File: src/design/sru_ram.sv
// Generic simple dual-port RAM: one write port, one registered read port.
// No dependencies.
module sru_ram #(
    parameter int WIDTH = 8,
    parameter int DEPTH = 16
) (
    input  logic                     clk,
    input  logic                     we,
    input  logic [$clog2(DEPTH)-1:0] waddr,
    input  logic [WIDTH-1:0]         wdata,
    input  logic [$clog2(DEPTH)-1:0] raddr,
    output logic [WIDTH-1:0]         rdata
);

    logic [WIDTH-1:0] mem [DEPTH];

    always_ff @(posedge clk)
    begin
        if (we)
        begin
            mem[waddr] <= wdata;
        end
        rdata <= mem[raddr];
    end

endmodule

File: config.mk
export PLATFORM = sky130hd
export DESIGN_NAME = sru_ram
export DESIGN_NICKNAME = d
export VERILOG_FILES = /design/src/design/sru_ram.sv
export SDC_FILE = /design/constraint.sdc
export NUM_CORES = 1
export LEC_CHECK = 0
export BUFFER_PORTS_ARGS = -buffer_cell sky130_fd_sc_hd__buf_2
export CORE_UTILIZATION = 50
export DETAILED_ROUTE_END_ITERATION = 8
export PLACE_DENSITY = 0.67
export SLEW_MARGIN = 25
export SYNTH_ARGS = -nofsm -noshare
export SYNTH_HDL_FRONTEND = slang
export SYNTH_SLANG_ARGS = --single-unit
File: constraint.sdc
create_clock -name clk -period 2.2 [get_ports clk]
set_clock_uncertainty 0.15 [all_clocks]
set_input_delay 0.11 -clock clk [delete_from_list [all_inputs] [get_ports clk]]
set_output_delay 0.11 -clock clk [all_outputs]
set_load 0.01 [all_outputs]
---- Word level (Yosys, flattened, before mapping) ----
Memory sizes are Yosys's and may differ from the RTL's. A register that Yosys moved wholly into a read port is not among the register bits.
Cells that the tools add are included.
word-level totals
  word-level logic and storage cells ...... 3
  memories ................................ 1
  RAM bits ................................ 128
  output and inout bits ................... 8
  flip-flop bits (word level) ............. 0
memories
  memory  depth  width  rd ports  clocked after Yosys merged registers in  write ports  line  RTL
  mem     16     8      1         1                                        1            15    logic [WIDTH-1:0] mem [DEPTH];
operators by class
  muxes and demuxes ....................... 2
operators by type and width
  kind               count
  two-way mux 1 bit  2

---- Depth between registers and ports, before layout ----
  depth after elaboration ................. 2
  mapped depth ............................ 5
  gate-level depth less buffers ........... 3

---- Worst setup path before layout ----
No wires, ideal clock.
  path type ............................... input-to-reg
  from .................................... input port waddr[2]
  to ...................................... memory mem[0][0], enable pin
  data arrival time ....................... 1.220 ns
  cell stages on the path ................. 2
  setup slack ............................. 0.447 ns
  path through ............................ or3b_2 -> nor3_1
RTL lines
  what             line  RTL
  start, declared  9     input logic [$clog2(DEPTH)-1:0] waddr,
  end, declared    15
Straight into the memory's write port.

---- Worst setup path after layout ----
  from .................................... input port waddr[2]
  to ...................................... memory mem[0][5], enable pin
Straight into the memory's write port.

==> results.md <==
- DRT iter0 DRCs: about 190
- Share of the synthesized area in the top cell type: 74.7%
- RSZ-0062 raised after global routing: false
- Setup Fix Bufs, Post-CTS: 0
- Synth Area in Compound Gates: ~2.3%
- Dpl cells: slightly below 400
- Post-synth EDFFs: around 130
- Synth Register Bits: about 140
- Cells after Synth: 229
- Via count: approximately 2500
- Initial Util: a little over half
- Largest family of logic cells by synthesized area: multiplexers
- Routed WL: a little under 10000 um
- Synth Area in Adders: 0%
- Fin crit share: around 95%
- Flop2flop setup slack: ~640 ps
- Critical path fanouts, max: 8
- Dominant synthesized flop cell: edfxtp_1
- Initial antenna violation count: 0
- Synth unique cells: 19
- Num CTS Buffers: 17
- Relative slew margins: about 52%
- Post_cts resized: 0
- Crit path capture type: flip-flop
- Post-route insts no fill: 441
- DR vias/cell: between 5 and 6
- H-tree levels: 4
- Setup CP Type: in2reg
- WL/cell: about 23 um
- Worst-margin pin slew: ~700 ps
- Clock root buffer: clkbuf_8
- Reg2reg start: mem[1][1]
- Count leader, synth: edfxtp_1
- GR Util All Layers: a little over a fifth
- Clock Latency Late Sink: between 500 and 600 ps
- FF-to-FF End: rdata[1]
- Top post-synthesis cells by count: edfxtp_1, mux4_2, a22oi_1
- Post-Syn Area: approximately 0.0051 sq mm
- Cell taking the most area after synthesis: edfxtp_1
- # nets final: between 300 and 400
- Worst setup endpoint: mem[0][5]
- Max Fclk: 478 MHz
- # diodes: 0
- Ys Warns: 0
- Pleak: between 2 and 2.5 nW
- # Max-Cap Violations: 0
- Minimum clock period: between 2000 and 2500 ps
- Die area: between 0.01 and 0.015 sq mm
- Async SR Flop Fraction: 0%
- Site Rows: 36
- WP data required: roughly 2300 ps
- Hold Path Class: in2reg
- Remaining Overflow, GRT: 0
- Maximum VDD drop: between 0.5 and 0.6 mV
- DRC: 0
- Register area share after synthesis: 77.8%
- Die width: just over 100 um
- Worst R2R Path Depth: 3
- CTS Sinks: about 140
- Max Root-Sink Buffers: 2
- Max Slew Vio Count: 0
- PwrDens: around 940 mW/mm^2
- Core footprint: 0.00986 sq mm
- Layout cell share with drive strength beyond 1: between 20 and 30%
- Util after Layout: around 63%
- RePlAce Congestion: 0.716
- Largest net degree at the start of global routing: 33
- Syn Nets: 247
- Crit start category: input pin
- Total I/O pin count: 26
- Area delta synth->final: 20.8%
- Status: finished, final reports clean
- Endpoints failing setup: 0
- Simple logic cell fraction of the synthesized area: under 10%
- Synth Area in XOR/XNOR: 0%
- Global-route wire length before repair: 14900 um
- IO buf count: 25
- Synth area leaders: edfxtp_1, mux4_2, mux4_1
- Crit path from: waddr[2]
- Clk pin slew, worst setup/hold paths: ~60 ps
- Syn avg cell area: roughly 22 sq um
- DRT Pass-1 Iters: 4
- Total negative slack: 0 ps
- CTS tree: built
- Antenna-violating nets left: 0
- Post-synthesis mux area share: between 10% and 20%
- WP data arrival: ~2200 ps
- Fill cells: 677
- Hold Vio Cnt, Final: 0
- Final HPWL DP: ~6000 um
- Vias in the first global route: approximately 2500
- Height of the chip: a little over 100 um
-- what timing repair did --
| action | 4_1_cts | 5_1_grt |
|---|---|---|
| setup endpoints to repair | 0 | 0 |
| hold buffers | 13 | 0 |
| endpoints found under the hold margin | 153 | 0 |
-- kinds of logic (layout without fill, tap and decap cells) --
kind of cell	Yosys count	after routing
flops	136	136
simple gates	35	35
mux	32	32
buf+inv	10	89
compound gates	16	16
-- state kept, by name, indices dropped and copies added (netlist names) --
| register | cells |
|---|---|
| mem | 128 |
| rdata | 8 |
-- critical path, cell delays in order --
cell and delay (ps):
dlygate4sd3_1 530, buf_2 130, or3b_2 520, nor3_1 130, dlygate4sd3_1 560, buf_4 180
-- metal layers --
metal	up-vias	part of all wire (%)	global-route usage, %
li1	1112	-	-
met1	1266	43	29.9
met2	85	49	32.2
met3	10	6.4	4.84
met4	0	1.6	9.21
met5	-	0	0
-- power breakdown --
group	switching (W)	leakage [nW]	internal (W)
sequential	0.0000167	1.22	0.00290
combinational	0.000158	0.637	0.000131
clock	0.00106	0.268	0.00161
-- cells in the final DEF (no fill, tap or decap), drive strengths merged --
cell type / n
buf: 44
dfxtp: 8
or3b: 1
nor3: 4
and2b: 1
nor2: 13
nand3b: 2
dlygate4sd3: 13
mux4: 32
nand2b: 2
clkinv: 7
nor2b: 1
nand2: 9
clkinvlp: 3
and2: 1
clkbuf: 17
nand3: 1
inv: 3
edfxtp: 128
bufinv: 2
a22oi: 16
-- stage by stage --
step	instance area [sq um]	total power (W)	hold slack [ps]	setup WS [ps]
after floorplan	5150	0.00312	58.9	447
after global placement	5520	0.00324	343	478
after detailed placement	5520	0.00324	350	460
after CTS	6220	0.00592	1.05	122
after global routing	6220	0.00607	20.3	48.8
final	6220	0.00587	19.9	107
-- how the worst min path moves through the flow --
stage	cells after the start	from	end	slack, ps
final	4	raddr[1]	rdata[5]	20
after global routing	4	raddr[1]	rdata[5]	20
after CTS	4	raddr[1]	rdata[5]	1
after detailed placement	1	wdata[2]	mem[6][2]	350
after global placement	1	wdata[2]	mem[6][2]	340
after floorplan	0	wdata[0]	mem[0][0]	60
-- cell type report --
type                       instances  area, sq um  share of cell area [%]
clock buffer                      17          414                    6.66
timing repair buffer              57          423                    6.80
clock inverter                    15          151                    2.44
tap                              133          166                    2.68
sequential                       136         4000                    64.4
multi-input combinational         83         1060                    17.0
No activity file was read; power rests on OpenSTA's default activity.
