<file path="src/design/sru_pkg.sv">
// Shared types, constants and table addressing for the subset rank unranker.
// No dependencies; imported by sru_fill, sru_walk and the top level.
package sru_pkg;

    localparam int MAX_SET   = 64;                      // largest set size
    localparam int TBL_DIM   = MAX_SET + 1;             // rows and columns of the triangle
    localparam int TBL_DEPTH = TBL_DIM * TBL_DIM;       // binomial table entries
    localparam int TBL_AW    = $clog2(TBL_DEPTH);       // table address width
    localparam int COEF_W    = 61;                      // widest coefficient C(64,32)
    localparam int RANK_W    = 63;
    localparam int K_W       = $clog2(MAX_SET + 1);     // subset size / set size width
    localparam int POS_W     = $clog2(MAX_SET);         // bit position width
    localparam int MASK_W    = MAX_SET;

    localparam int IN_DATA_W  = ((RANK_W + K_W + 7) / 8) * 8;
    localparam int OUT_DATA_W = ((MASK_W + 7) / 8) * 8;

    localparam int PADDR_W   = 3;
    localparam int PDATA_W   = 32;
    localparam int REG_SET_SIZE = 0;                    // register index of set_size

    // Table port request from the fill sequencer
    typedef struct packed {
        logic              we;
        logic [TBL_AW-1:0] waddr;
        logic [COEF_W-1:0] wdata;
        logic [TBL_AW-1:0] raddr;
    } ram_req_t;

    // Row-major address of C(row, col); column saturates to keep the
    // address inside the table for out-of-range requests.
    function automatic logic [TBL_AW-1:0] tbl_addr(input logic [K_W-1:0] row,
                                                   input logic [K_W-1:0] col);
        logic [K_W-1:0] col_sat;
        col_sat = (col > K_W'(MAX_SET)) ? K_W'(MAX_SET) : col;
        return TBL_AW'(row) * TBL_AW'(TBL_DIM) + TBL_AW'(col_sat);
    endfunction

endpackage

</file>
<file path="src/design/sru_fill.sv">
// Pascal triangle fill sequencer: after reset writes every table entry,
// one per cycle, reading the previous row. Depends on sru_pkg.
module sru_fill (
    input  logic                  clk,
    input  logic                  rst_n,
    input  logic [sru_pkg::COEF_W-1:0] rd_data,
    output sru_pkg::ram_req_t     req,
    output logic                  done
);
    import sru_pkg::*;

    logic [K_W-1:0]    row_reg, row_next;
    logic [K_W-1:0]    col_reg, col_next;
    logic [TBL_AW-1:0] addr_reg, addr_next;
    logic              run_reg, run_next;
    logic              done_reg, done_next;

    // write stage, in the cycle after the read issue
    logic              wvld_reg;
    logic [K_W-1:0]    wrow_reg;
    logic [K_W-1:0]    wcol_reg;
    logic [TBL_AW-1:0] waddr_reg;
    logic [COEF_W-1:0] prev_reg;        // C(i-1, j-1) from last read
    logic [COEF_W-1:0] wdata;
    logic              last_col;

    assign last_col = (col_reg == K_W'(MAX_SET));

    always_comb
    begin
        row_next  = row_reg;
        col_next  = col_reg;
        addr_next = addr_reg;
        run_next  = run_reg;
        done_next = done_reg;
        if (run_reg)
        begin
            addr_next = addr_reg + TBL_AW'(1);
            if (last_col)
            begin
                col_next = '0;
                if (row_reg == K_W'(MAX_SET))
                begin
                    run_next = 1'b0;
                end
                else
                begin
                    row_next = row_reg + K_W'(1);
                end
            end
            else
            begin
                col_next = col_reg + K_W'(1);
            end
        end
        if (wvld_reg && (wrow_reg == K_W'(MAX_SET)) && (wcol_reg == K_W'(MAX_SET)))
        begin
            done_next = 1'b1;
        end
    end

    // C(i,j) = C(i-1,j-1) + C(i-1,j); row 0 is the unit row
    always_comb
    begin
        if (wrow_reg == '0)
        begin
            wdata = COEF_W'(wcol_reg == '0);
        end
        else
        begin
            wdata = ((wcol_reg == '0) ? '0 : prev_reg) + rd_data;
        end
    end

    always_ff @(posedge clk or negedge rst_n)
    begin
        if (!rst_n)
        begin
            row_reg  <= '0;
            col_reg  <= '0;
            addr_reg <= '0;
            run_reg  <= 1'b1;
            done_reg <= 1'b0;
            wvld_reg <= 1'b0;
        end
        else
        begin
            row_reg  <= row_next;
            col_reg  <= col_next;
            addr_reg <= addr_next;
            run_reg  <= run_next;
            done_reg <= done_next;
            wvld_reg <= run_reg;
        end
    end

    always_ff @(posedge clk)
    begin
        wrow_reg  <= row_reg;
        wcol_reg  <= col_reg;
        waddr_reg <= addr_reg;
        if (wvld_reg)
        begin
            prev_reg <= rd_data;
        end
    end

    always_comb
    begin
        req.we    = wvld_reg;
        req.waddr = waddr_reg;
        req.wdata = wdata;
        req.raddr = (row_reg == '0) ? addr_reg : addr_reg - TBL_AW'(TBL_DIM);
    end

    assign done = done_reg;

    a_no_write_after_done: assert property (@(posedge clk) disable iff (!rst_n)
        done_reg |-> !wvld_reg && !run_reg)
        else $error("table write after fill done");

    a_done_stays: assert property (@(posedge clk) disable iff (!rst_n)
        done_reg |=> done_reg)
        else $error("fill done dropped");

    a_addr_tracks: assert property (@(posedge clk) disable iff (!rst_n)
        run_reg |-> addr_reg == tbl_addr(row_reg, col_reg))
        else $error("fill address out of step with row/column");

endmodule

</file>
<file path="config.mk">
export PLATFORM = sky130hd
export DESIGN_NAME = sru_fill
export DESIGN_NICKNAME = d
export VERILOG_FILES = /design/src/design/sru_pkg.sv /design/src/design/sru_fill.sv
export SDC_FILE = /design/constraint.sdc
export NUM_CORES = 1
export LEC_CHECK = 0
export BUFFER_PORTS_ARGS = -buffer_cell sky130_fd_sc_hd__clkbuf_2
export CAP_MARGIN = 25
export CELL_PAD_IN_SITES_DETAIL_PLACEMENT = 1
export CELL_PAD_IN_SITES_GLOBAL_PLACEMENT = 2
export CORE_MARGIN = 2
export CORE_UTILIZATION = 34
export DETAILED_ROUTE_END_ITERATION = 16
export HOLD_SLACK_MARGIN = 0.06
export PLACE_DENSITY_LB_ADDON = 0.12
export SLEW_MARGIN = 5
export SYNTH_ARGS = -nofsm -noshare
export SYNTH_HDL_FRONTEND = slang
export SYNTH_SLANG_ARGS = --single-unit
export TNS_END_PERCENT = 5
</file>
<file path="constraint.sdc">
create_clock -name clk -period 5.75 [get_ports clk]
set_clock_uncertainty 0.1 [all_clocks]
set_input_delay 1.15 -clock clk [delete_from_list [all_inputs] [get_ports clk]]
set_output_delay 1.15 -clock clk [all_outputs]
set_load 0.01 [all_outputs]
</file>
### Word level (Yosys, flattened, before mapping)

Cells that the tools add are included.

| cells by class | value |
|---|---|
| $add $sub $neg | 5 |
| equality and inequality tests | 4 |
| multiplexer cells | 7 |
| bitwise gates (word level) | 1 |
| reduce and logical (&&, ||, !) cells | 6 |

Operators by type and width:

| operator | count |
|---|---|
| two-way mux 61 bit | 2 |
| adder 61 bit | 1 |
| == test 7 bit (second input constant) | 4 |
| zero test 7 bit | 3 |
| adder 7 x 1 -> 7 bit (second input constant) | 2 |
| adder 13 x 1 -> 13 bit (second input constant) | 1 |
| two-way mux 13 bit | 1 |
| subtractor 13 x 7 -> 13 bit (second input constant) | 1 |
| two-way mux 7 bit | 1 |
| two-way mux 1 bit | 3 |
| AND reduction 3 bit | 1 |
| logical AND 1 bit | 2 |
| NOT 1 bit | 1 |

| word-level totals | value |
|---|---|
| bits in registers | 118 |
| input port bits | 63 |
| output and inout port bits | 89 |
| logic and storage cells | 33 |

### Logic depth before layout (Yosys ltp)

Gate-level depths: netlist (run 1).

| depth | value |
|---|---|
| word-level depth | 4 |
| gate-level depth with buffers | 18 |
| gate-level depth less buffers | 17 |

### Worst setup path after synthesis (run 1)

No wires, ideal clock.

| timing path | value |
|---|---|
| path kind | reg-to-output |
| start point | register wcol_reg[3] |
| end point | output req[70] (netlist name) |
| data arrival time | 3.772 ns |
| data required time | 4.500 ns |
| slack | 0.728 ns |
| stages on the path, launching flop included | 16 |
| buffers on the path | 1 |
| cells stage by stage | dfxtp_1 nor4_1 nand2_1 nor2_1 clkbuf_1 nor2b_1 ha_1 and4_1 a311oi_1 or4_4 a31oi_2 and4bb_4 o311ai_4 a41oi_4 a2111oi_4 a21o_1 |

RTL lines:

| what | RTL line | RTL |
|---|---|---|
| start: declaration | sru_fill.sv:21 | `logic [K_W-1:0] wcol_reg;` |
| start signal: assignment | sru_fill.sv:100 | `wcol_reg <= col_reg;` |
| end: declaration | sru_fill.sv:7 | `output sru_pkg::ram_req_t req,` |

==> impl_summary.md, run 1 <==
Setup path
The worst flop-to-flop path endpoint is addr_reg[11]$_DFFE_PN0P_. STA classifies the critical path startpoint as a register. The critical path goes through nor4_2 -> nand2_2 -> nor2_4 -> buf_4 -> buf_12 -> nor2b_1 -> ha_1 -> and4_4 -> a311oi_4 -> or4_4 -> a31oi_4 -> and4bb_4 -> o311ai_4 -> a41oi_4 -> buf_6 -> a21o_1 -> a21o_1 -> clkbuf_2. STA puts the critical path data arrival time at 4.40 ns. The cell seen most often among critical-path stages is a21o_1. The internal reg-to-reg setup slack is 3.75 ns. Data on the critical path is required at its endpoint by ~4.5 ns. The highest-delay cell along the critical path is or4_4. The cell count of the worst reg-to-reg path is 6. In this run the critical register-to-register path is launched from run_reg$_DFF_PN1_. In this design, the stage delay of the slowest critical-path cell is 0.47 ns. STA classifies the critical path endpoint as an output port.

The category of the critical setup timing path is reg2out. In this run the worst path has a maximum fanout of 9.

Timing
The worst path uses 98.3% of the clock period. The final count of hold timing violations is 0. The relative slew slack is roughly 35%. Setup repair after global routing could not meet its margin everywhere. Derived from the worst setup path, the maximum achievable clock frequency is approximately 0.18 GHz. Across all setup checks in the final design, the least slack found is 0.0956 ns. The pin slew with the least headroom to its limit is 0.965 ns. The minimum period implied by the final worst setup slack is 5.65 ns.

The number of pins exceeding their max-slew limit in the final report is 0. The setup TNS is 0 ns. The setup-violating endpoint count in the final report is 0.

Yosys
The count of flip-flops with a built-in enable after synthesis is 61. The synthesized netlist devotes under 10% of its cell area to XOR and XNOR gates. The adder-cell share of the synthesized area is 10.3%. In the synthesized netlist the async set-or-reset flop fraction comes to 25.4%. The most frequently used flop master after synthesis is edfxtp_1. The synthesized netlist devotes around 22% of its cell area to simple gates. The synthesized netlist devotes 18.0% of its cell area to compound gates.

Synthesis inferred 118 register bits. The mapped netlist covers 8180 µm². Each instance of the synthesized netlist takes up on average 9.03 µm².

The number of standard cells after synthesis is around 910. The number of distinct library cell variants in the gate-level netlist after synthesis is between 60 and 70. The largest family of logic cells by synthesized area is simple AND/OR/NAND/NOR gates. The sequential cell area fraction in the yosys report is around two fifths. The share of cell area taken by muxes after synthesis is less than 1%.

The number of synthesis warnings is 0. The number of nets handed over by synthesis was 1036.

Cells and area
The area added between synthesis and finish is 27.1%. The count of inserted antenna diode cells is 0. The final net count is 1205. The finished layout holds roughly 1400 standard cells, fillers aside. Counting the fill cells in the layout gives 2808. The number of flip-flops in the largest register is 61. The final core area utilization is 44.2%.

The fraction of layout cells with a size suffix above 1 is 25.8%.

Power and ir drop
The power density over the cells is about 200 nW/µm². The worst voltage drop across the vdd grid is 132 µV. The analysis attributes to cell leakage a power of 4.51 nW.

Routing
Across all layers, the routed design uses 7338 vias. Summed over all layers, the routed wires come to 26.0 mm. After detailed routing, the average wire length per cell comes to 18.5 µm. The DRC violation count after routing is 0.

Before antenna repair, the detailed router went through 4 iterations. After the first detailed-routing iteration, the DRC count stood at 209. The detail-routed via count per cell is 5.22. In this run the remaining antenna-violating nets after routing total 0.

Die
Measured along the x axis, the die boundary spans 159 µm. The standard-cell row count is 56. Once the floorplan was initialized, standard cells occupied between 30% and 40% of the core.

The floorplan step defined a die boundary enclosing 25300 µm². During I/O placement, the number of pins put on the boundary was 152. The die is 159 µm tall.

After floorplanning, the core was sized to cover 23500 µm².

Placement
The count of input and output buffers is approximately 150. Including well taps, the total number of placed cells is 1361. Prior to clock tree synthesis, the placed netlist has a worst setup slack of 0.176 ns. The HPWL after detailed placement is 19.1 mm. The congestion estimate from routability-driven global placement came to ~0.82.

Global route
The number of global-route vias before repair is 7663. The largest net degree at the start of global routing is 40. The initial antenna violation count was 0.

The first global-routing pass estimated roughly 41 mm of wire. After global routing the overflow that remains totals 0. The aggregate global-route resource usage is 20.3%.

Worst hold path
The terminating pin of the worst hold path is wcol_reg[6]$_DFF_P_. The tightest min-delay check is of the reg2reg type. The worst hold path begins at col_reg[6]$_DFFE_PN0P_. The hold-critical path depth is 0.

Outcome
The flow ran to the end, and the final reports show no timing, DRC or antenna violations.

Job
The reported max-cap violation count is 0.

Clock tree
The number of clock sinks is 118. The maximum buffer depth of the clock tree is 2. The clock root buffer is clkbuf_16. The number of buffers created by CTS is 17.

The count of H-tree levels built during CTS is 4. The clock insertion delay at the later pin of the skew report is 0.42 ns. The clock tree from TritonCTS is yes. After clock tree synthesis, the clock-pin slew on the worst setup and hold paths is 0.06 ns.
-- layer usage --
metal	share of wire [%]	vias up	global-route usage, %	routed length (µm)
met4	2.0	0	6.86	523
met2	47	143	33.1	12100
li1	-	3594	-	-
met3	4.0	29	3.54	1030
met1	47	3572	27.3	12300
met5	0	-	0	0
-- timing repair --
action / in CTS / in global routing
endpoints found under the setup margin: 6 / 16
pin swaps: 6 / 16
resized for setup: 19 / 52
setup buffers: 8 / 4
hold buffers: 0 / 0
cloned: 2 / 0
-- critical path: cells and delay by family (launching register included) --
| family | cells | cell delay (ns) |
|---|---|---|
| AOI/OAI and AO/OA | 6 | 1.14 |
| adders and majority gates | 1 | 0.36 |
| buffers and inverters | 4 | 0.56 |
| DFF | 1 | 0.31 |
| and+or+nand+nor | 7 | 1.60 |
-- cell type report --
cell class                      instances  area, µm²  area share (%)
Multi-Input combinational cell        733       5150            49.5
Sequential cell                       118       3130            30.1
Timing Repair Buffer                  183       1080            10.3
Clock buffer                           20        478            4.60
Tap cell                              319        399            3.84
Clock inverter                         12       86.3           0.830
Inverter                               22       82.6           0.794
-- synthesized netlist by cell type (6+ instances only) --
cell        n  area (µm²)
ha_1       66         826
dfrtp_1    29         726
dfxtp_1    27         541
xor2_1     28         245
nor3_1     15        75.1
nand2_1    65         244
and3_1      9        56.3
a211oi_1    8        60.1
o21a_1     11        82.6
a21o_1     29         218
o21ai_0    43         215
edfxtp_1   61        1830
xnor2_1    55         482
nor2_1    109         409
nor2b_1    67         419
nand3_1    14        70.1
nand2b_1    7        43.8
o31ai_1     6        45.0
nor4_1      9        56.3
o21bai_1   12        90.1
clkbuf_1   29         109
nand4_1    25         156
and2_1     14        87.6
inv_1      22        82.6
a21oi_1    78         390
-- cells in the final DEF, fill, tap and decap left out, types with 6 or more instances in the layout --
cell,instances
a21o_1,29
a21oi_1,74
and2_1,14
and3_1,9
buf_4,25
clkbuf_16,18
clkbuf_2,150
dfrtp_1,28
dfxtp_1,26
edfxtp_1,61
ha_1,50
ha_2,10
ha_4,6
inv_1,22
nand2_1,61
nand2b_1,7
nand3_1,13
nand4_1,25
nor2_1,106
nor2b_1,66
nor3_1,15
o21a_1,11
o21ai_0,38
o21ai_1,7
o21bai_1,12
o31ai_1,6
xnor2_1,55
xor2_1,28
-- worst max path at each step --
stage                        start      end  slack (ns)  cells after the start
5_1_grt        wcol_reg[4]$_DFF_P_  req[70]       -0.04                     18
3_5_place_dp            rd_data[0]  req[71]        0.18                     15
4_1_cts        wcol_reg[3]$_DFF_P_  req[70]       -0.02                     19
2_1_floorplan  wcol_reg[3]$_DFF_P_  req[70]        0.73                     15
3_3_place_gp            rd_data[0]  req[71]        0.26                     15
6_report       wcol_reg[4]$_DFF_P_  req[70]         0.1                     18
-- report_power, final --
group	total [mW]	switching [mW]	internal [mW]
clock network	1.05	0.440	0.605
registers	0.887	0	0.887
logic	0.152	0.0916	0.0599
-- through the flow --
stage	hold WS [ns]	power (mW)	cell area (µm²)
after floorplan	0.245	0.982	8180
after global placement	0.306	1.04	9370
after detailed placement	0.307	1.04	9370
after CTS	0.345	2.10	10200
after global routing	0.353	2.15	10400
final	0.338	2.08	10400
-- kinds of logic (layout without fill, tap and decap cells) --
| family | after synthesis | after routing |
|---|---|---|
| AO/OA/AOI/OAI | 227 | 227 |
| flip-flops | 118 | 118 |
| AND/OR/NAND/NOR | 354 | 354 |
| adder cells (fa/ha/maj) | 67 | 67 |
| XOR/XNOR | 83 | 83 |
| buffers and inverters | 55 | 237 |
| multiplexers | 2 | 2 |
Note: power is estimated with default switching activity, not from simulation.
==> run 2: changes to the inputs <==
--- a/config.mk
+++ b/config.mk
@@ -6,14 +6,13 @@
 export NUM_CORES = 1
 export LEC_CHECK = 0
 export BUFFER_PORTS_ARGS = -buffer_cell sky130_fd_sc_hd__clkbuf_2
-export CAP_MARGIN = 25
+export CAP_MARGIN = 40
 export CELL_PAD_IN_SITES_DETAIL_PLACEMENT = 1
 export CELL_PAD_IN_SITES_GLOBAL_PLACEMENT = 2
-export CORE_MARGIN = 2
 export CORE_UTILIZATION = 34
 export DETAILED_ROUTE_END_ITERATION = 16
 export HOLD_SLACK_MARGIN = 0.06
-export PLACE_DENSITY_LB_ADDON = 0.12
+export PLACE_DENSITY_LB_ADDON = 0.1
 export SLEW_MARGIN = 5
 export SYNTH_ARGS = -nofsm -noshare
 export SYNTH_HDL_FRONTEND = slang
==> impl_summary.md, run 2 (synthesis results as in run 1) <==
Placement
The instance area after placement came to 9380 µm² (about the same). The pre-CTS setup slack is 0.162 ns (-0.0145 ns). The global placer's final weighted congestion was 0.838 (+2.0%). The count of input and output buffers is 151 (unchanged).

The post-DP HPWL is 18.7 mm (-2.1%).

Routing
The number of detailed-route iterations in the first pass was 4 (unchanged). The number of nets with antenna violations after detailed routing is 0 (unchanged). The DRC violation count after routing is 0 (unchanged). The average wire per cell in the routed design is 18.2 µm (-1.6%). The routed via count was 7261 (-1.0%). The detailed router's first-iteration violation count is 219 (+4.8%).

The total detailed-routing wirelength came to 25.7 mm (-0.99%). The detailed-route wire length on metal 1 is 12.4 mm (+0.53%). The top metal layer carrying routed signals is met4.

The routed wire length on met2 is 12.2 mm (+0.29%). The detail-routed via count per cell is 5.13 (-1.7%). The met3 wire length came to 955 µm (-7.6%).

Clock tree
The count of H-tree levels built during CTS is 4 (unchanged). The post-CTS clock slew at the launch and capture registers of the worst setup and hold paths is 0.07 ns (about the same). The number of buffers created by CTS is 17 (unchanged). The maximum buffer depth of the clock tree came to 2 (unchanged).

The number of clock sinks is 118 (unchanged). The clock insertion delay at the later pin of the skew report is 0.43 ns (about the same). TritonCTS built the clock tree.

The cell sitting at the root of the clock tree is a clkbuf_16.

Worst hold path
The worst hold-check path type is reg2reg. The worst hold path startpoint is col_reg[1]$_DFFE_PN0P_.

Setup path
The category of the worst setup path launch point is a register. The endpoint type of the worst setup path is an output port. The largest fanout of any net on the critical path was 8 (-1). The required time at the worst-slack endpoint is 4.50 ns (about the same). In this run the critical register-to-register path is launched from col_reg[3]$_DFFE_PN0P_.

The highest-delay cell along the critical path is or4_4. Counting stages on the worst path, the most repeated cell is buf_6. The critical path is of the reg2out type. The maximum cell stage delay along the critical path came to 0.55 ns (+0.08 ns). The launch point of the worst path is wcol_reg[4]$_DFF_P_. The endpoint arrival time on the critical path is 4.47 ns (+0.07 ns).

The signal on the critical path passes through nor4_4 -> nand2_2 -> nor2_4 -> buf_6 -> buf_6 -> buf_12 -> nor2b_4 -> ha_4 -> and4_4 -> a311oi_4 -> or4_4 -> a31oi_4 -> and4bb_4 -> o311ai_4 -> a41oi_4 -> a2111oi_4 -> a21o_1 -> buf_2.

Global route
The total congestion overflow is 0 (unchanged). The number of global-route vias before repair is 7402 (-3.4%). The aggregate global-route resource usage is 20.5% (+0.16 points). The initial antenna violation count is 0 (unchanged). The largest net degree at the start of global routing is 43 (+7.5%). The global-route wire length before repair came to 39.0 mm (-5.3%).

Cells and area
The count of inserted antenna diode cells was 0 (unchanged). The fraction of layout cells with a size suffix above 1 is 26.4% (+0.61 points). The area added between synthesis and finish is 29.3%. The final standard cell area without fillers is 10600 µm² (+1.7%). The final net count is 1214 (+0.75%). The most common cell after layout, fill and taps aside is clkbuf_2.

The top cell types in the final layout, fill and taps aside, are clkbuf_2 (149), nor2_1 (106), a21oi_1 (76), nor2b_1 (63). The count of filler cells inserted in the layout came to 2782 (-0.93%). The final core area utilization is 44.9% (+0.77 points).

The number of flip-flops in the largest register came to 61 (unchanged).

Power and ir drop
The clock share of power is 50.3% (about the same). The reported leakage power was 4.61 nW (+2.1%). The internal power summed over all cells is 1.55 mW (+0.17%).

The switching share of power was 25.6% (+0.074 points). The total net switching power came to 0.535 mW (+0.56%). The power density over the cells came to 198 nW/µm² (-1.4%). The portion of total power attributed to combinational logic is 7.3% (about the same). The share of power burned in registers is 42.4% (-0.2 points). The worst voltage drop across the vdd grid is 143 µV (+8.2%).

Outcome
The run finished with clean final reports.

Timing
The final count of hold timing violations is 0 (unchanged). The post-route clock period utilization is 99.4% (+1.1 points). The setup-violating endpoint count in the final report came to 0 (unchanged). The minimum setup slack in the final design is 0.0320 ns (-0.0636 ns). The achievable clock frequency is 0.175 GHz (-1.1%). The minimum period implied by the final worst setup slack is 5.72 ns (+0.0636 ns). Setup repair after global routing could not meet its margin everywhere.

The minimum hold slack came to 0.330 ns (-0.00813 ns). The relative slew slack is 48.1% (+13 points). The pin slew with the least headroom to its limit is 0.778 ns (-0.187 ns). The number of pins exceeding their max-slew limit in the final report is 0 (unchanged).

Die
The floorplan die height is 157 µm (-1.3%). The overall die area is 24700 µm² (-2.5%). The total I/O pin count was 152 (unchanged). The area of the core is 23500 µm² (unchanged). The starting utilization of the core area is 34.8% (unchanged).

The standard-cell row count came to 56 (unchanged). The horizontal die dimension is 157 µm (-1.3%).

Job
The reported max-cap violation count is 0 (unchanged).
## run 2: changes by cell type in the layout (fill, tap and decap cells not counted), sizes merged
cell	before	now
buf	33	40
inv	29	27
clkinvlp	0	2
clkbuf	170	172
## run 2: area by class of cell
class / instances / area [µm²] / share of cell area, %
multi-input cells: 733 / 5210 / 49.2
flip-flops and latches: 118 / 3130 / 29.6
repair buffers: 192 / 1200 / 11.3
clock buffers: 20 / 479 / 4.53
well taps: 319 / 399 / 3.77
clock inverters: 12 / 88.8 / 0.840
inverters: 22 / 82.6 / 0.781
## run 2: worst paths after layout
kind	endpoint	cells after the start	slack, ns
max	req[70]	18	0.03
min	wcol_reg[1]$_DFF_P_	0	0.33
max reg2reg	row_reg[6]$_DFFE_PN0P_	6	3.75
min reg2reg	wcol_reg[1]$_DFF_P_	0	0.33
max in group asynchronous	wvld_reg$_DFF_PN0_	1	4.32
min in group asynchronous	col_reg[3]$_DFFE_PN0P_	1	0.69
## run 2: power by group through the flow
stage	combinational, mW	clock, mW	sequential [mW]
after floorplan	0.0773	0	0.905
after global routing	0.168	1.11	0.886
after global placement	0.138	0	0.904
after detailed placement	0.138	0	0.904
final	0.152	1.05	0.887
after CTS	0.139	1.08	0.887
## run 2: worst max-delay path, delay by kind of cell (launching register included)
family          cells  cell delay (ns)
compound gates      6             1.25
flops               1             0.33
simple gates        7             1.66
buf+inv             4             0.46
fa+ha+maj           1             0.30
## run 2: metrics by stage
step	cells	TNS [ns]	power (mW)
final	1416	0	2.09
after detailed placement	1355	0	1.04
after global placement	1353	0	1.04
after floorplan	906	0	0.982
after CTS	1387	-0.0661	2.11
after global routing	1416	-1.26	2.16
## run 2: routing by layer
| layer | vias up | GRT usage [%] |
|---|---|---|
| met2 | 111 | 33.3 |
| met3 | 16 | 3.96 |
| li1 | 3601 | - |
| met5 | - | 0 |
| met4 | 0 | 5.69 |
| met1 | 3533 | 27.6 |
## run 2: timing repair
item	4_1_cts	5_1_grt
gates cloned	0	3
endpoints found under the setup margin	6	15
gates resized for setup	2	74
hold buffers	0	0
pin swaps	1	23
setup buffers	0	26
