### src/design/sru_pkg.sv
// Shared types, constants and table addressing for the subset rank unranker.
// No dependencies; imported by sru_fill, sru_walk and the top level.
package sru_pkg;

    localparam int MAX_SET   = 64;                      // largest set size
    localparam int TBL_DIM   = MAX_SET + 1;             // rows and columns of the triangle
    localparam int TBL_DEPTH = TBL_DIM * TBL_DIM;       // binomial table entries
    localparam int TBL_AW    = $clog2(TBL_DEPTH);       // table address width
    localparam int COEF_W    = 61;                      // widest coefficient C(64,32)
    localparam int RANK_W    = 63;
    localparam int K_W       = $clog2(MAX_SET + 1);     // subset size / set size width
    localparam int POS_W     = $clog2(MAX_SET);         // bit position width
    localparam int MASK_W    = MAX_SET;

    localparam int IN_DATA_W  = ((RANK_W + K_W + 7) / 8) * 8;
    localparam int OUT_DATA_W = ((MASK_W + 7) / 8) * 8;

    localparam int PADDR_W   = 3;
    localparam int PDATA_W   = 32;
    localparam int REG_SET_SIZE = 0;                    // register index of set_size

    // Table port request from the fill sequencer
    typedef struct packed {
        logic              we;
        logic [TBL_AW-1:0] waddr;
        logic [COEF_W-1:0] wdata;
        logic [TBL_AW-1:0] raddr;
    } ram_req_t;

    // Row-major address of C(row, col); column saturates to keep the
    // address inside the table for out-of-range requests.
    function automatic logic [TBL_AW-1:0] tbl_addr(input logic [K_W-1:0] row,
                                                   input logic [K_W-1:0] col);
        logic [K_W-1:0] col_sat;
        col_sat = (col > K_W'(MAX_SET)) ? K_W'(MAX_SET) : col;
        return TBL_AW'(row) * TBL_AW'(TBL_DIM) + TBL_AW'(col_sat);
    endfunction

endpackage

### src/design/sru_walk.sv
// Unranking walk: range check, then one compare/subtract per position
// with the next table read issued from this cycle's decision. Depends on sru_pkg.
module sru_walk (
    input  logic                       clk,
    input  logic                       rst_n,
    input  logic                       enable,
    input  logic [sru_pkg::K_W-1:0]    set_n,
    input  logic                       in_valid,
    output logic                       in_ready,
    input  logic [sru_pkg::RANK_W-1:0] in_rank,
    input  logic [sru_pkg::K_W-1:0]    in_k,
    input  logic [sru_pkg::COEF_W-1:0] rd_data,
    output logic [sru_pkg::TBL_AW-1:0] raddr,
    output logic                       res_valid,
    input  logic                       res_ready,
    output logic [sru_pkg::MASK_W-1:0] res_mask,
    output logic                       res_err
);
    import sru_pkg::*;

    typedef enum logic [3:0] {
        ST_IDLE  = 4'b0001,
        ST_CHECK = 4'b0010,
        ST_WALK  = 4'b0100,
        ST_DONE  = 4'b1000
    } walk_state_t;

    walk_state_t       state_reg, state_next;
    logic [RANK_W-1:0] rank_reg, rank_next;
    logic [K_W-1:0]    k_reg, k_next;
    logic [K_W-1:0]    n_reg, n_next;
    logic [POS_W-1:0]  pos_reg, pos_next;
    logic [MASK_W-1:0] mask_reg, mask_next;
    logic              err_reg, err_next;

    logic              accept;
    logic              take;
    logic [K_W-1:0]    k_dec;
    logic [RANK_W-1:0] coef;

    assign in_ready = (state_reg == ST_IDLE) && enable;
    assign accept   = in_valid && in_ready;
    assign coef     = RANK_W'(rd_data);
    assign take     = (rank_reg >= coef);
    assign k_dec    = k_reg - K_W'(take);

    always_comb
    begin
        state_next = state_reg;
        rank_next  = rank_reg;
        k_next     = k_reg;
        n_next     = n_reg;
        pos_next   = pos_reg;
        mask_next  = mask_reg;
        err_next   = err_reg;
        raddr      = tbl_addr(set_n, in_k);
        unique case (state_reg)
            ST_IDLE:
            begin
                if (accept)
                begin
                    rank_next  = in_rank;
                    k_next     = in_k;
                    n_next     = set_n;
                    mask_next  = '0;
                    err_next   = 1'b0;
                    state_next = ST_CHECK;
                end
            end
            ST_CHECK:
            begin
                // rd_data is C(n, k); start at position n-1
                raddr    = tbl_addr((n_reg == '0) ? '0 : n_reg - K_W'(1), k_reg);
                pos_next = POS_W'(n_reg - K_W'(1));
                if ((k_reg > n_reg) || take)
                begin
                    err_next   = 1'b1;
                    state_next = ST_DONE;
                end
                else if (k_reg == '0)
                begin
                    state_next = ST_DONE;
                end
                else
                begin
                    state_next = ST_WALK;
                end
            end
            ST_WALK:
            begin
                // rd_data is C(pos, k)
                raddr = tbl_addr((pos_reg == '0) ? '0 : K_W'(pos_reg) - K_W'(1), k_dec);
                k_next = k_dec;
                if (take)
                begin
                    rank_next = rank_reg - coef;
                    mask_next = mask_reg | (MASK_W'(1) << pos_reg);
                end
                if ((k_dec == '0) || (pos_reg == '0))
                begin
                    state_next = ST_DONE;
                end
                else
                begin
                    pos_next = pos_reg - POS_W'(1);
                end
            end
            ST_DONE:
            begin
                if (res_ready)
                begin
                    state_next = ST_IDLE;
                end
            end
            default:
            begin
                state_next = ST_IDLE;
            end
        endcase
    end

    always_ff @(posedge clk or negedge rst_n)
    begin
        if (!rst_n)
        begin
            state_reg <= ST_IDLE;
        end
        else
        begin
            state_reg <= state_next;
        end
    end

    always_ff @(posedge clk)
    begin
        rank_reg <= rank_next;
        k_reg    <= k_next;
        n_reg    <= n_next;
        pos_reg  <= pos_next;
        mask_reg <= mask_next;
        err_reg  <= err_next;
    end

    assign res_valid = (state_reg == ST_DONE);
    assign res_mask  = mask_reg;
    assign res_err   = err_reg;

    a_err_zero_mask: assert property (@(posedge clk) disable iff (!rst_n)
        res_valid && res_err |-> res_mask == '0)
        else $error("error result with nonzero mask");

    a_all_placed: assert property (@(posedge clk) disable iff (!rst_n)
        res_valid && !res_err |-> k_reg == '0)
        else $error("walk ended with elements left to place");

    a_walk_k_nonzero: assert property (@(posedge clk) disable iff (!rst_n)
        state_reg == ST_WALK |-> k_reg != '0)
        else $error("walk running with empty subset");

    a_hold_result: assert property (@(posedge clk) disable iff (!rst_n)
        res_valid && !res_ready |=> res_valid && $stable(res_mask) && $stable(res_err))
        else $error("result changed before it was taken");

endmodule

### config.mk
export PLATFORM = sky130hd
export DESIGN_NAME = sru_walk
export DESIGN_NICKNAME = d
export VERILOG_FILES = /design/src/design/sru_pkg.sv /design/src/design/sru_walk.sv
export SDC_FILE = /design/constraint.sdc
export NUM_CORES = 1
export LEC_CHECK = 0
export ABC_AREA = 0
export BUFFER_PORTS_ARGS = -buffer_cell sky130_fd_sc_hd__buf_2
export CAP_MARGIN = 20
export CORE_MARGIN = 4
export CORE_UTILIZATION = 52
export CTS_BUF_LIST = sky130_fd_sc_hd__clkbuf_16
export DETAILED_ROUTE_END_ITERATION = 7
export PLACE_DENSITY = 0.77
export RECOVER_POWER = 50
export SETUP_SLACK_MARGIN = 0.2
export SYNTH_ARGS = -nofsm -noshare
export SYNTH_HDL_FRONTEND = slang
export SYNTH_SLANG_ARGS = --single-unit
### constraint.sdc
create_clock -name clk -period 8.9 [get_ports clk]
set_input_delay 1.78 -clock clk [delete_from_list [all_inputs] [get_ports clk]]
set_output_delay 1.78 -clock clk [all_outputs]
set_load 0.01 [all_outputs]
* After elaboration in Yosys (flattened, before gate mapping)
Index checks and enable logic that the tools add are counted.
W data, S select, Z words.
** Operators by class
- Div/mod/pow operators :: 0
- Add/subtract/negate cells :: 8
- Shift-type cells :: 1
- $mul :: 3
- Equal/unequal tests :: 10
- $lt $le $gt $ge :: 5
- Reduce and logical (&&, ||, !) cells :: 17
- Multiplexer cells :: 25
- Bitwise logic cells :: 1
** Operator list (number)
- $mux W64 :: 2
- $pmux W64 S2 :: 1
- $mux W63 :: 2
- $pmux W63 S2 :: 1
- $or A64 B64 Y64 :: 1
- $shl A1 B6 Y64 const A :: 1
- $ge A63 B61 Y1 :: 1
- $sub A63 B61 Y63 :: 1
- $mux W7 :: 6
- $add A13 B7 Y13 :: 3
- $mul A7 B7 Y13 const B :: 3
- $pmux W13 S2 :: 1
- $gt A7 B7 Y1 const B :: 3
- $logic_not A7 Y1 :: 3
- $mux W4 :: 5
- $pmux W4 S4 :: 1
- $pmux W7 S2 :: 1
- $pmux W6 S2 :: 1
- $ne A2 B2 Y1 const B :: 5
- $reduce_and A3 Y1 :: 3
- $gt A7 B7 Y1 :: 1
- $sub A6 B1 Y7 const B :: 1
- $sub A7 B1 Y7 :: 1
- $sub A7 B1 Y7 const B :: 1
- other kinds (14) :: 21
** Storage, ports and cells
- Word-level logic and storage cells :: 77
- Output and inout port bits :: 80
- Bits in registers :: 152
- Bits of input ports :: 143
- RAM bits :: 0
- Latch bits :: 0
- Bits in read-only memories :: 0
- Memories :: 0

* Depth between registers and ports, before layout
Gate-level depths: netlist of run 1.
- Depth after elaboration :: 6
- Gate-level depth with buffers :: 29
- Mapped depth without buffers :: 28

* Worst setup path after synthesis of run 1
Ideal clock, no wire load.
- Kind :: input -> output
- From :: input rd_data[2] (netlist bit)
- To :: output raddr[10] (netlist bit)
- Path buffers :: 0
- Path slack :: -163 ps
- Stages :: 27
- Data arrival time :: 7283 ps
- Required time :: 7120 ps
- Path through :: inv_1 > ha_1 > nor2_1 > a211o_1 > a211oi_2 > o211ai_2 > o311ai_4 > o21ai_2 > o31a_1 > o21ai_0 > ha_1 > ha_1 > nand2_1 > xnor2_1 > nor2_1 > ha_1 > ha_1 > ha_1 > fa_1 > a21o_1 > a21oi_1 > o21bai_1 > a21oi_1 > nor2b_1 > o21ai_0 > mux2i_1 > o221ai_1
** On the way
- Longest elaborated chain between the ends :: 6
** Ends and longest elaborated chain
- from (decl) :: RTL line sru_walk.sv:12 : input logic [sru_pkg::COEF_W-1:0] rd_data,
- $ge A63 B61 Y1 * :: RTL line sru_walk.sv:44 : assign take = (rank_reg >= coef);
- $sub A7 B1 Y7 * :: RTL line sru_walk.sv:45 : assign k_dec = k_reg - K_W'(take);
- $gt A7 B7 Y1 :: RTL line sru_pkg.sv:35 : col_sat = (col > K_W'(MAX_SET)) ? K_W'(MAX_SET) : col;
- $mux W7 * :: RTL line sru_pkg.sv:35
- $add A13 B7 Y13 * :: RTL line sru_pkg.sv:36 : return TBL_AW'(row) * TBL_AW'(TBL_DIM) + TBL_AW'(col_sat);
- $pmux W13 S2 * :: RTL line sru_walk.sv:57 : unique case (state_reg)
- to (decl) :: RTL line sru_walk.sv:13 : output logic [sru_pkg::TBL_AW-1:0] raddr,
Mark *: on every way between the ends. The rest lies on a longest branch, timed or not.

* Worst setup path after layout of run 1
- From :: input rd_data[12] (netlist bit)
- To :: output raddr[10] (netlist bit)
The elaborated chain is that of the path after synthesis.

==> metrics.yaml, run 1 <==
sta:
  rsz0062_at_grt: "yes"
  hold_violations: 0
  period_share: 0.991
  fmax_mhz: 113
  report.final.slew_viol_count: 0
  fin_tns_setup_ns: 0
  fin_crit_ns: 8.82
  setup_violations: 0
  tightest_slew_ns: 1.01
  max_slew_margin: 0.326
  fin_skew_ns: 0.0195
  fin_ws_ns: 0.0806
cells_and_area:
  fin_util: 0.656
  area_growth_pct: 23.3
  largest_reg_flops: 64
  final_nets: 1996
  drive_gt1_frac: 0.201
  design_area_sq_um: 15500
clocking:
  hold_buffers: 0
  ctsHtreeMaxLevel: 4
  cts_buffers: 17
  cts_buffer_depth: 2
  cts_sinks: 152
  cts_tree: "built"
  insertion_delay_ns: 0.43
  clockRootBuffer: "clkbuf_16"
  clk_pin_slew_ns: 0.07
setup_path:
  cp_slowest_cell: "fa_2"
  required_ns: 7.12
  critPathCaptureType: "output pin"
  startpoint_type: "input port"
  worst-path-max-fanout: 4
  cp.arrival_ns: 7.04
  crit_buf_inv: 3
  slowest_delay_ns: 0.38
  crit_type: "in -> out"
  cpLargestDelayFamily: "compound AO/OA/AOI/OAI gates"
floorplanning:
  die_area_sq_um: 26800
  die-width_um: 164
  start_util: 0.532
  fp.coreArea_sq_um: 23700
  pin_count: 223
  die-height_um: 164
  placement_rows: 56
place:
  dp_hpwl_um: 27800
  port_buffers: 222
  placed_area_sq_um: 14500
  place.gp.congestion: 0.937
  pre_cts_ws_ns: -0.229
routing:
  wire_per_inst_um: 18.3
  routed-via-count: 11700
  drc: 0
  drt_iter0_markers: 994
  dr.pass1.iters: 6
  drt_wl_total_um: 37400
  drtAntennaViolNets: 0
  via_per_inst: 5.75
global_routing:
  antenna_found_initial: 4
  grt_pass1_vias: 11500
  use_met1: 0.367
  grt_max_degree: 82
  grt.total_usage: 0.269
  grtUsageMet3: 0.0419
  grt_pass1_wl_um: 58000
  met2_usage: 0.442
  grt.overflow.total: 0
  top_usage_layer: "met2"
yosys:
  async_flop_share: 0.0263
  yosys_warnings: 0
  synth-edff-count: 148
  ys.flop_type: "edfxtp_1"
  syn-num-nets: 1738
  avgSynthCellArea_sq_um: 8.71
  ys_ff_latch: 152
  synth_cell_types: 67
  syn-cell-area_sq_um: 12600
  synth_sequential_area_ratio: 0.361
  syn_inst: 1447
min_path:
  holdCritPathClass: "reg -> reg"
job:
  maxCapViolations: 0
pwr:
  irDropWorstVdd_mv: 0.104
  fin_total_pwr_mw: 2.21
  p_leak_nw: 6.87
  power_density_nw_per_um2: 142
status:
  status: "completed"
## routing by layer
metal  part of all wire  wire length (um)
met2               0.47             17700
met5            0.00067                25
met4              0.028              1060
met1               0.43             15900
met3              0.072              2690
## repair_timing
item,CTS,global route
pin swaps,41,11
resized for setup,42,26
setup endpoints to repair,7,7
setup buffers,11,5
## worst reg2reg max path, stage by stage, from the launching register on
cell and delay, ns:
edfxtp_1 0.44, ha_4 0.31, nand2b_4 0.05, a211o_1 0.33, a211oi_4 0.25, o211ai_2 0.14, o311ai_4 0.31, o21ai_2 0.11
o31a_1 0.28, o21ai_2 0.16, ha_2 0.24, buf_4 0.12, nor3b_1 0.22, xnor2_1 0.25, buf_4 0.19, nand3_1 0.08
o21ai_0 0.53, nand2_1 0.36
## synthesized netlist by cell type (all sizes together), types with 2 or more instances
master	instances	share of area
a21oi	166	0.066
edfxtp	148	0.35
nand2	146	0.043
ha	141	0.14
nor2	139	0.041
o21ai	113	0.045
inv	109	0.032
clkbuf	58	0.017
xnor2	53	0.037
xor2	33	0.023
a21o	32	0.019
nand4	30	0.015
nor2b	23	0.011
nand3	22	0.0087
o21bai	22	0.013
nor3	20	0.0079
buf	17	0.0051
o21a	14	0.0083
a211oi	13	0.0081
nor4	12	0.0060
o31ai	12	0.0079
and2	10	0.0050
mux2i	9	0.0071
or3	9	0.0045
and3	8	0.0040
nand2b	8	0.0040
a22oi	7	0.0042
fa	7	0.011
nor3b	7	0.0042
a31oi	5	0.0025
o221ai	5	0.0040
a211o	4	0.0028
a2111oi	3	0.0021
a221o	3	0.0024
dfrtp	3	0.0060
o211ai	3	0.0022
o311ai	3	0.0035
o31a	3	0.0021
a21boi	2	0.0012
and4b	2	0.0016
mux2	2	0.0018
o2111ai	2	0.0014
o22ai	2	0.00099
or4	2	0.0012
## cells by family after synthesis
| group | share of synthesized area |
|---|---|
| xor gates and xnor gates | 0.0598 |
| buffers and inverters | 0.0548 |
| DFF | 0.361 |
| other | 0.000297 |
| adders and majority gates | 0.151 |
| muxes | 0.00893 |
| and+or+nand+nor | 0.162 |
| AOI/OAI and AO/OA | 0.203 |
## power breakdown
| group | internal, mW | leakage (nW) | total (mW) | switching, mW |
|---|---|---|---|---|
| registers | 0.825 | 1.44 | 0.846 | 0.0211 |
| clock network | 0.381 | 0.288 | 0.743 | 0.363 |
| logic | 0.272 | 5.14 | 0.623 | 0.350 |
## cells in the final DEF (no fill, tap or decap), types with 7 or more instances in the layout
| cell type | instances |
|---|---|
| a21oi_2 | 7 |
| nand4_1 | 30 |
| a22oi_1 | 7 |
| xor2_1 | 33 |
| xnor2_1 | 49 |
| ha_4 | 21 |
| clkbuf_16 | 17 |
| or3_1 | 8 |
| o31ai_1 | 10 |
| buf_2 | 146 |
| nand3_1 | 22 |
| buf_4 | 86 |
| inv_1 | 105 |
| nor2_1 | 135 |
| edfxtp_1 | 148 |
| a21oi_1 | 159 |
| nor4_1 | 8 |
| a211oi_1 | 12 |
| ha_1 | 118 |
| nand2b_1 | 7 |
| nor2b_1 | 23 |
| mux2i_1 | 9 |
| a21o_1 | 31 |
| and3_1 | 8 |
| nand2_1 | 144 |
| o21bai_1 | 22 |
| nor3b_1 | 7 |
| o21a_1 | 14 |
| and2_1 | 8 |
| nor3_1 | 19 |
| o21ai_0 | 107 |
| clkbuf_1 | 74 |
## cell type report
| cell class | count | area, sq um |
|---|---|---|
| fill | 2008 | 8140 |
| clock inverter | 15 | 184 |
| clock buffer | 17 | 425 |
| sequential | 152 | 4550 |
| multi-input combinational | 1111 | 7830 |
| inverter | 109 | 412 |
| timing repair buffer | 314 | 1740 |
| antenna | 2 | 5.00 |
| tap | 319 | 399 |
## worst paths after layout
path,slack (ns),startpoint,to,cells past startpoint
max,0.08,rd_data[12],raddr[10],29
min,0.55,state_reg[0],state_reg[0],2
max reg2reg,4.22,rank_reg[1],pos_reg[2],17
min reg2reg,0.55,state_reg[0],state_reg[0],2
max in group asynchronous,7.50,rst_n,state_reg[0],1
min in group asynchronous,1.15,rst_n,state_reg[1],1
## stage by stage
step | hold WS (ns) | cells
2_1_floorplan | 0.509 | 1447
3_3_place_gp | 0.544 | 1988
3_5_place_dp | 0.540 | 1988
4_1_cts | 0.551 | 2031
5_1_grt | 0.592 | 2038
6_report | 0.550 | 2039
No activity file was read; power rests on OpenSTA's default activity.
==> inputs of run 2 (changes only) <==
--- a/config.mk
+++ b/config.mk
@@ -8,8 +8,10 @@
 export ABC_AREA = 0
 export BUFFER_PORTS_ARGS = -buffer_cell sky130_fd_sc_hd__buf_2
 export CAP_MARGIN = 20
+export CELL_PAD_IN_SITES_DETAIL_PLACEMENT = 0
+export CELL_PAD_IN_SITES_GLOBAL_PLACEMENT = 1
 export CORE_MARGIN = 4
-export CORE_UTILIZATION = 52
+export CORE_UTILIZATION = 39
 export CTS_BUF_LIST = sky130_fd_sc_hd__clkbuf_16
 export DETAILED_ROUTE_END_ITERATION = 7
 export PLACE_DENSITY = 0.77
==> run 2 against run 1 <==
The flow now finishes with violations (negative setup slack). Non-clock buffer count rose by 8. Clock power fell by 1%. Utilization fell by 17 points. Final cell count rose by 4.6%. Critical path depth did not move. Final area fell by 0.30%. First-iteration DRC count fell by 4.6%. Wire length rose by 1.6%. Global-route usage fell by 5.7 points. Flip-flop and latch count did not move. Die area rose by 32%.
==> metrics.yaml, run 2 (synthesis gave the netlist of run 1 again) <==
status:
  status: "complete, but fails checks"
  violations: "negative setup slack"
cells_and_area:
  largest_reg_flops: 64
  area_growth_pct: 22.9
  drive_gt1_frac: 0.192
  final_common_cell: "a21oi_1"
  design_area_sq_um: 15500
  fillers: 3132
  fin_util: 0.489
  fin_cells: 2132
  final_cell_mix: "a21oi_1, edfxtp_1, nand2_1, buf_2, nor2_1"
  final_nets: 2004
pwr:
  power_switching_uw: 697
  fin_total_pwr_mw: 2.18
  power_density_nw_per_um2: 141
  p_comb_frac: 0.276
  irDropWorstVdd_mv: 0.133
  switching_share: 0.319
  p_leak_nw: 6.92
  pwr-share-seq: 0.388
  clockPowerShare: 0.336
  p_int_mw: 1.49
routing:
  drtAntennaViolNets: 0
  via_per_inst: 5.37
  routed-via-count: 11500
  drc: 0
  drt_wl_total_um: 38000
  drt_iter0_markers: 948
  wire_per_inst_um: 17.8
  dr.pass1.iters: 5
global_routing:
  grt.total_usage: 0.213
  grt_pass1_wl_um: 60700
  grt.overflow.total: 0
  grt_max_degree: 85
  antenna_found_initial: 8
  grt_pass1_vias: 11300
sta:
  fmax_mhz: 112
  fin_tns_setup_ns: -0.0212
  max_slew_margin: 0.285
  period_share: 1.00
  fin_skew_ns: 0.0125
  fin_crit_ns: 8.92
  hold_violations: 0
  fin_ws_ns: -0.0212
  tightest_slew_ns: 1.07
  report.final.slew_viol_count: 0
  rsz0062_at_grt: "yes"
  holdWs_ns: 0.561
  setup_violations: 1
job:
  maxCapViolations: 0
clocking:
  ctsHtreeMaxLevel: 4
  clk_pin_slew_ns: 0.07
  hold_buffers: 0
  cts_tree: "built"
  cts_buffers: 17
  clockRootBuffer: "clkbuf_16"
  cts_buffer_depth: 2
  insertion_delay_ns: 0.45
  cts_sinks: 152
setup_path:
  worst-path-max-fanout: 5
  cp_slowest_cell: "o311ai_4"
  cp.arrival_ns: 7.14
  startpoint_type: "input port"
  critPathCaptureType: "output pin"
  crit_buf_inv: 3
  slowest_delay_ns: 0.35
  required_ns: 7.12
  cpLargestDelayFamily: "compound AO/OA/AOI/OAI gates"
  crit_top_cell: "ha_4"
  crit_type: "in -> out"
place:
  pre_cts_ws_ns: -0.363
  dp_hpwl_um: 29500
  port_buffers: 222
  dp_cells: 2087
  placed_area_sq_um: 14700
  place.gp.congestion: 0.925
floorplanning:
  fp.coreArea_sq_um: 31700
  start_util: 0.397
  pin_count: 223
  die-height_um: 188
  die-width_um: 188
  placement_rows: 65
  die_area_sq_um: 35300
min_path:
  holdCritPathClass: "reg -> reg"
run 2: cell types whose count changed in the layout (fill, tap and decap cells not counted), moves of 3 or more:
cell / before / now
nor2_1: 135 / 138
nor4_2: 4 / 1
ha_1: 118 / 130
nor4_1: 8 / 11
inv_6: 1 / 5
ha_4: 21 / 10
buf_4: 86 / 97
clkinv_8: 6 / 0
run 2: worst reg2reg max path: stages (launching register included):
cell	delay (ns)
edfxtp_1	0.44
ha_4	0.31
nand2b_4	0.05
a211o_1	0.33
a211oi_4	0.26
o211ai_2	0.16
o311ai_4	0.35
o21ai_2	0.11
o31a_1	0.33
o21ai_2	0.18
buf_4	0.13
buf_4	0.09
a21o_4	0.68
buf_4	0.80
run 2: layout make-up:
type	instances	area (sq um)	area share
Clock inverter	15	154	0.00993
Tap cell	402	503	0.0325
Sequential cell	152	4550	0.293
Clock buffer	17	425	0.0275
Timing Repair Buffer	322	1800	0.116
Antenna cell	4	10.0	0.000646
Inverter	109	412	0.0266
Multi-Input combinational cell	1111	7650	0.494
run 2: worst paths after layout:
path,depth (start not counted),slack (ns),end,from
worst max-delay path,29,-0.02,raddr[10],rd_data[1]
worst min-delay path,2,0.56,state_reg[0],state_reg[0]
worst max register to register,13,4.27,res_mask[11],rank_reg[1]
worst min register to register,2,0.56,state_reg[0],state_reg[0]
max in group asynchronous,1,7.50,state_reg[0],rst_n
min in group asynchronous,1,1.15,state_reg[2],rst_n
run 2: metal layers:
layer | track usage | vias up | wire length (um)
met4 | 0.0548 | 8 | 704
met5 | 0 | - | 66
met1 | 0.288 | 5359 | 17300
met3 | 0.0462 | 49 | 2110
li1 | - | 5733 | -
met2 | 0.348 | 309 | 17800
run 2: power groups by stage:
stage | registers [mW] | logic (mW) | clock network, mW
4_1_cts | 0.846 | 0.599 | 0.751
3_5_place_dp | 0.861 | 0.581 | 0
5_1_grt | 0.850 | 0.671 | 0.786
2_1_floorplan | 0.864 | 0.367 | 0
6_report | 0.847 | 0.603 | 0.734
3_3_place_gp | 0.860 | 0.579 | 0
run 2: what timing repair did:
item	4_1_cts	5_1_grt
pin swaps	28	26
setup endpoints to repair	7	7
setup buffers	5	4
resized for setup	26	16
==> inputs of run 3 (changes only) <==
--- a/config.mk
+++ b/config.mk
@@ -11,10 +11,10 @@
 export CELL_PAD_IN_SITES_DETAIL_PLACEMENT = 0
 export CELL_PAD_IN_SITES_GLOBAL_PLACEMENT = 1
 export CORE_MARGIN = 4
-export CORE_UTILIZATION = 39
+export CORE_UTILIZATION = 43
 export CTS_BUF_LIST = sky130_fd_sc_hd__clkbuf_16
 export DETAILED_ROUTE_END_ITERATION = 7
-export PLACE_DENSITY = 0.77
+export PLACE_DENSITY = 0.8
 export RECOVER_POWER = 50
 export SETUP_SLACK_MARGIN = 0.2
 export SYNTH_ARGS = -nofsm -noshare
==> constraint.sdc (replaced) <==
create_clock -name clk -period 10.2 [get_ports clk]
set_input_delay 2.04 -clock clk [delete_from_list [all_inputs] [get_ports clk]]
set_output_delay 2.04 -clock clk [all_outputs]
set_load 0.01 [all_outputs]
==> run 3 against run 2 <==
Final area is 5.2% lower. Die area shrank 8.9%. Sequential power fell by 13%. Via count shrank 1.8%. Combinational power decreased by 20%. The flow finishes with violations (max-capacitance violations, max-slew violations). Sequential share of layout area increased by 1.6 points.
==> metrics.yaml, run 3 (synthesis gave the netlist of run 1 again) <==
place:
  port_buffers: 222
  place.gp.congestion: 0.880
  dp_hpwl_um: 28500
global_routing:
  grt_pass1_wl_um: 57800
  grt.total_usage: 0.228
  grt_max_degree: 103
  grt.overflow.total: 0
  grt_pass1_vias: 10900
  antenna_found_initial: 5
floorplanning:
  start_util: 0.438
  die-width_um: 179
  pin_count: 223
  fp.coreArea_sq_um: 28800
  die-height_um: 179
  placement_rows: 62
  die_area_sq_um: 32100
clocking:
  hold_buffers: 0
  cts_sinks: 152
  clockRootBuffer: "clkbuf_16"
  insertion_delay_ns: 0.44
  cts_tree: "built"
  clk_pin_slew_ns: 0.07
  ctsHtreeMaxLevel: 4
  cts_buffers: 17
  cts_buffer_depth: 2
cells_and_area:
  area_growth_pct: 16.6
  final_common_cell: "a21oi_1"
  regArea_sq_um: 4550
  final_nets: 1931
  fillers: 2885
  multiInputGateArea_sq_um: 7460
  drive_gt1_frac: 0.140
  final_cell_mix: "a21oi_1, buf_2, edfxtp_1"
  largest_reg_flops: 64
sta:
  hold_violations: 0
  fin_crit_ns: 9.75
  period_share: 0.956
  tightest_slew_ns: 2.27
  fin_skew_ns: 0.0160
  holdWs_ns: 0.551
  report.final.slew_viol_count: 117
  rsz0062_at_grt: "no"
  setup_violations: 0
  fin_tns_setup_ns: 0
  fmax_mhz: 103
  max_slew_margin: -0.512
routing:
  dr.pass1.iters: 6
  wire_per_inst_um: 18.2
  drt_wl_total_um: 37000
  drtAntennaViolNets: 0
  drt_iter0_markers: 1015
  drc: 0
  via_per_inst: 5.52
  routed-via-count: 11300
setup_path:
  critPathCaptureType: "output pin"
  worst-path-max-fanout: 4
  cp.arrival_ns: 7.71
  crit_type: "in -> out"
  slowest_delay_ns: 0.36
  required_ns: 8.16
  cp_slowest_cell: "o311ai_4"
  startpoint_type: "input port"
status:
  violations: "max-capacitance violations, max-slew violations"
  status: "complete, but fails checks"
pwr:
  fin_total_pwr_mw: 1.85
  p_leak_nw: 6.50
  power_density_nw_per_um2: 126
  irDropWorstVdd_mv: 0.0766
job:
  maxCapViolations: 2
min_path:
  holdCritPathClass: "reg -> reg"
==> run 3: cell count changes in the layout (fill, tap and decap cells not counted), moves of 3 or more <==
cell      before  now
buf_6          4    0
ha_4          10    4
inv_1        105  109
ha_1         130  136
clkinv_8       0    4
buf_4         97   23
inv_2          3    0
buf_2        144  148
xnor2_1       49   52
==> run 3: per-stage QoR <==
step / worst slack (ns) / std cells / util / instance area [sq um]
final: 0.445 / 2039 / 0.511 / 14700
after global routing: 0.121 / 2039 / 0.511 / 14700
after detailed placement: 0.00869 / 2001 / 0.490 / 14100
after global placement: 0.135 / 2001 / 0.490 / 14100
after floorplan: 0.617 / 1447 / - / 12600
after CTS: 0.218 / 2033 / 0.511 / 14700
==> run 3: report_power, final <==
part           switching, mW  total, mW  internal (mW)
clock                  0.309      0.637          0.327
combinational          0.285      0.481          0.196
sequential            0.0173      0.737          0.720
==> run 3: cell type report <==
class,instances,area share
clock buffer,17,0.0289
clock inverter,15,0.0110
antenna,2,0.000340
sequential,152,0.309
timing repair buffer,249,0.0823
inverter,109,0.0278
multi-input combinational,1111,0.508
tap,384,0.0327
==> run 3: worst paths after layout <==
path	to	slack [ns]	cells after the start	start
min in group asynchronous	state_reg[3]	1.42	1	rst_n
worst max register to register	rank_reg[51]	5.42	5	state_reg[3]
worst max-delay path	raddr[11]	0.45	30	rd_data[1]
max in group asynchronous	state_reg[0]	8.54	1	rst_n
worst min register to register	state_reg[0]	0.55	2	state_reg[0]
worst min-delay path	state_reg[0]	0.55	2	state_reg[0]
==> run 3: per-layer routing <==
metal  share of wire  track usage  vias to the layer above
met4           0.024       0.0644                        6
met1            0.46        0.326                     5288
met2            0.45        0.356                      324
li1                -            -                     5581
met5          0.0011            0                        -
met3           0.059       0.0392                       52
==> run 3: worst max-delay path, delay by kind of cell <==
family          cells  cell delay, ns
compound gates     14            3.01
xor+xnor            2            0.39
fa+ha+maj           6            1.51
buf+inv             4            0.46
simple gates        4            0.29
==> run 3: what timing repair did <==
item,4_1_cts,5_1_grt
resized for setup,3,14
endpoints found under the setup margin,3,5
pin swaps,0,13
setup buffers,0,3
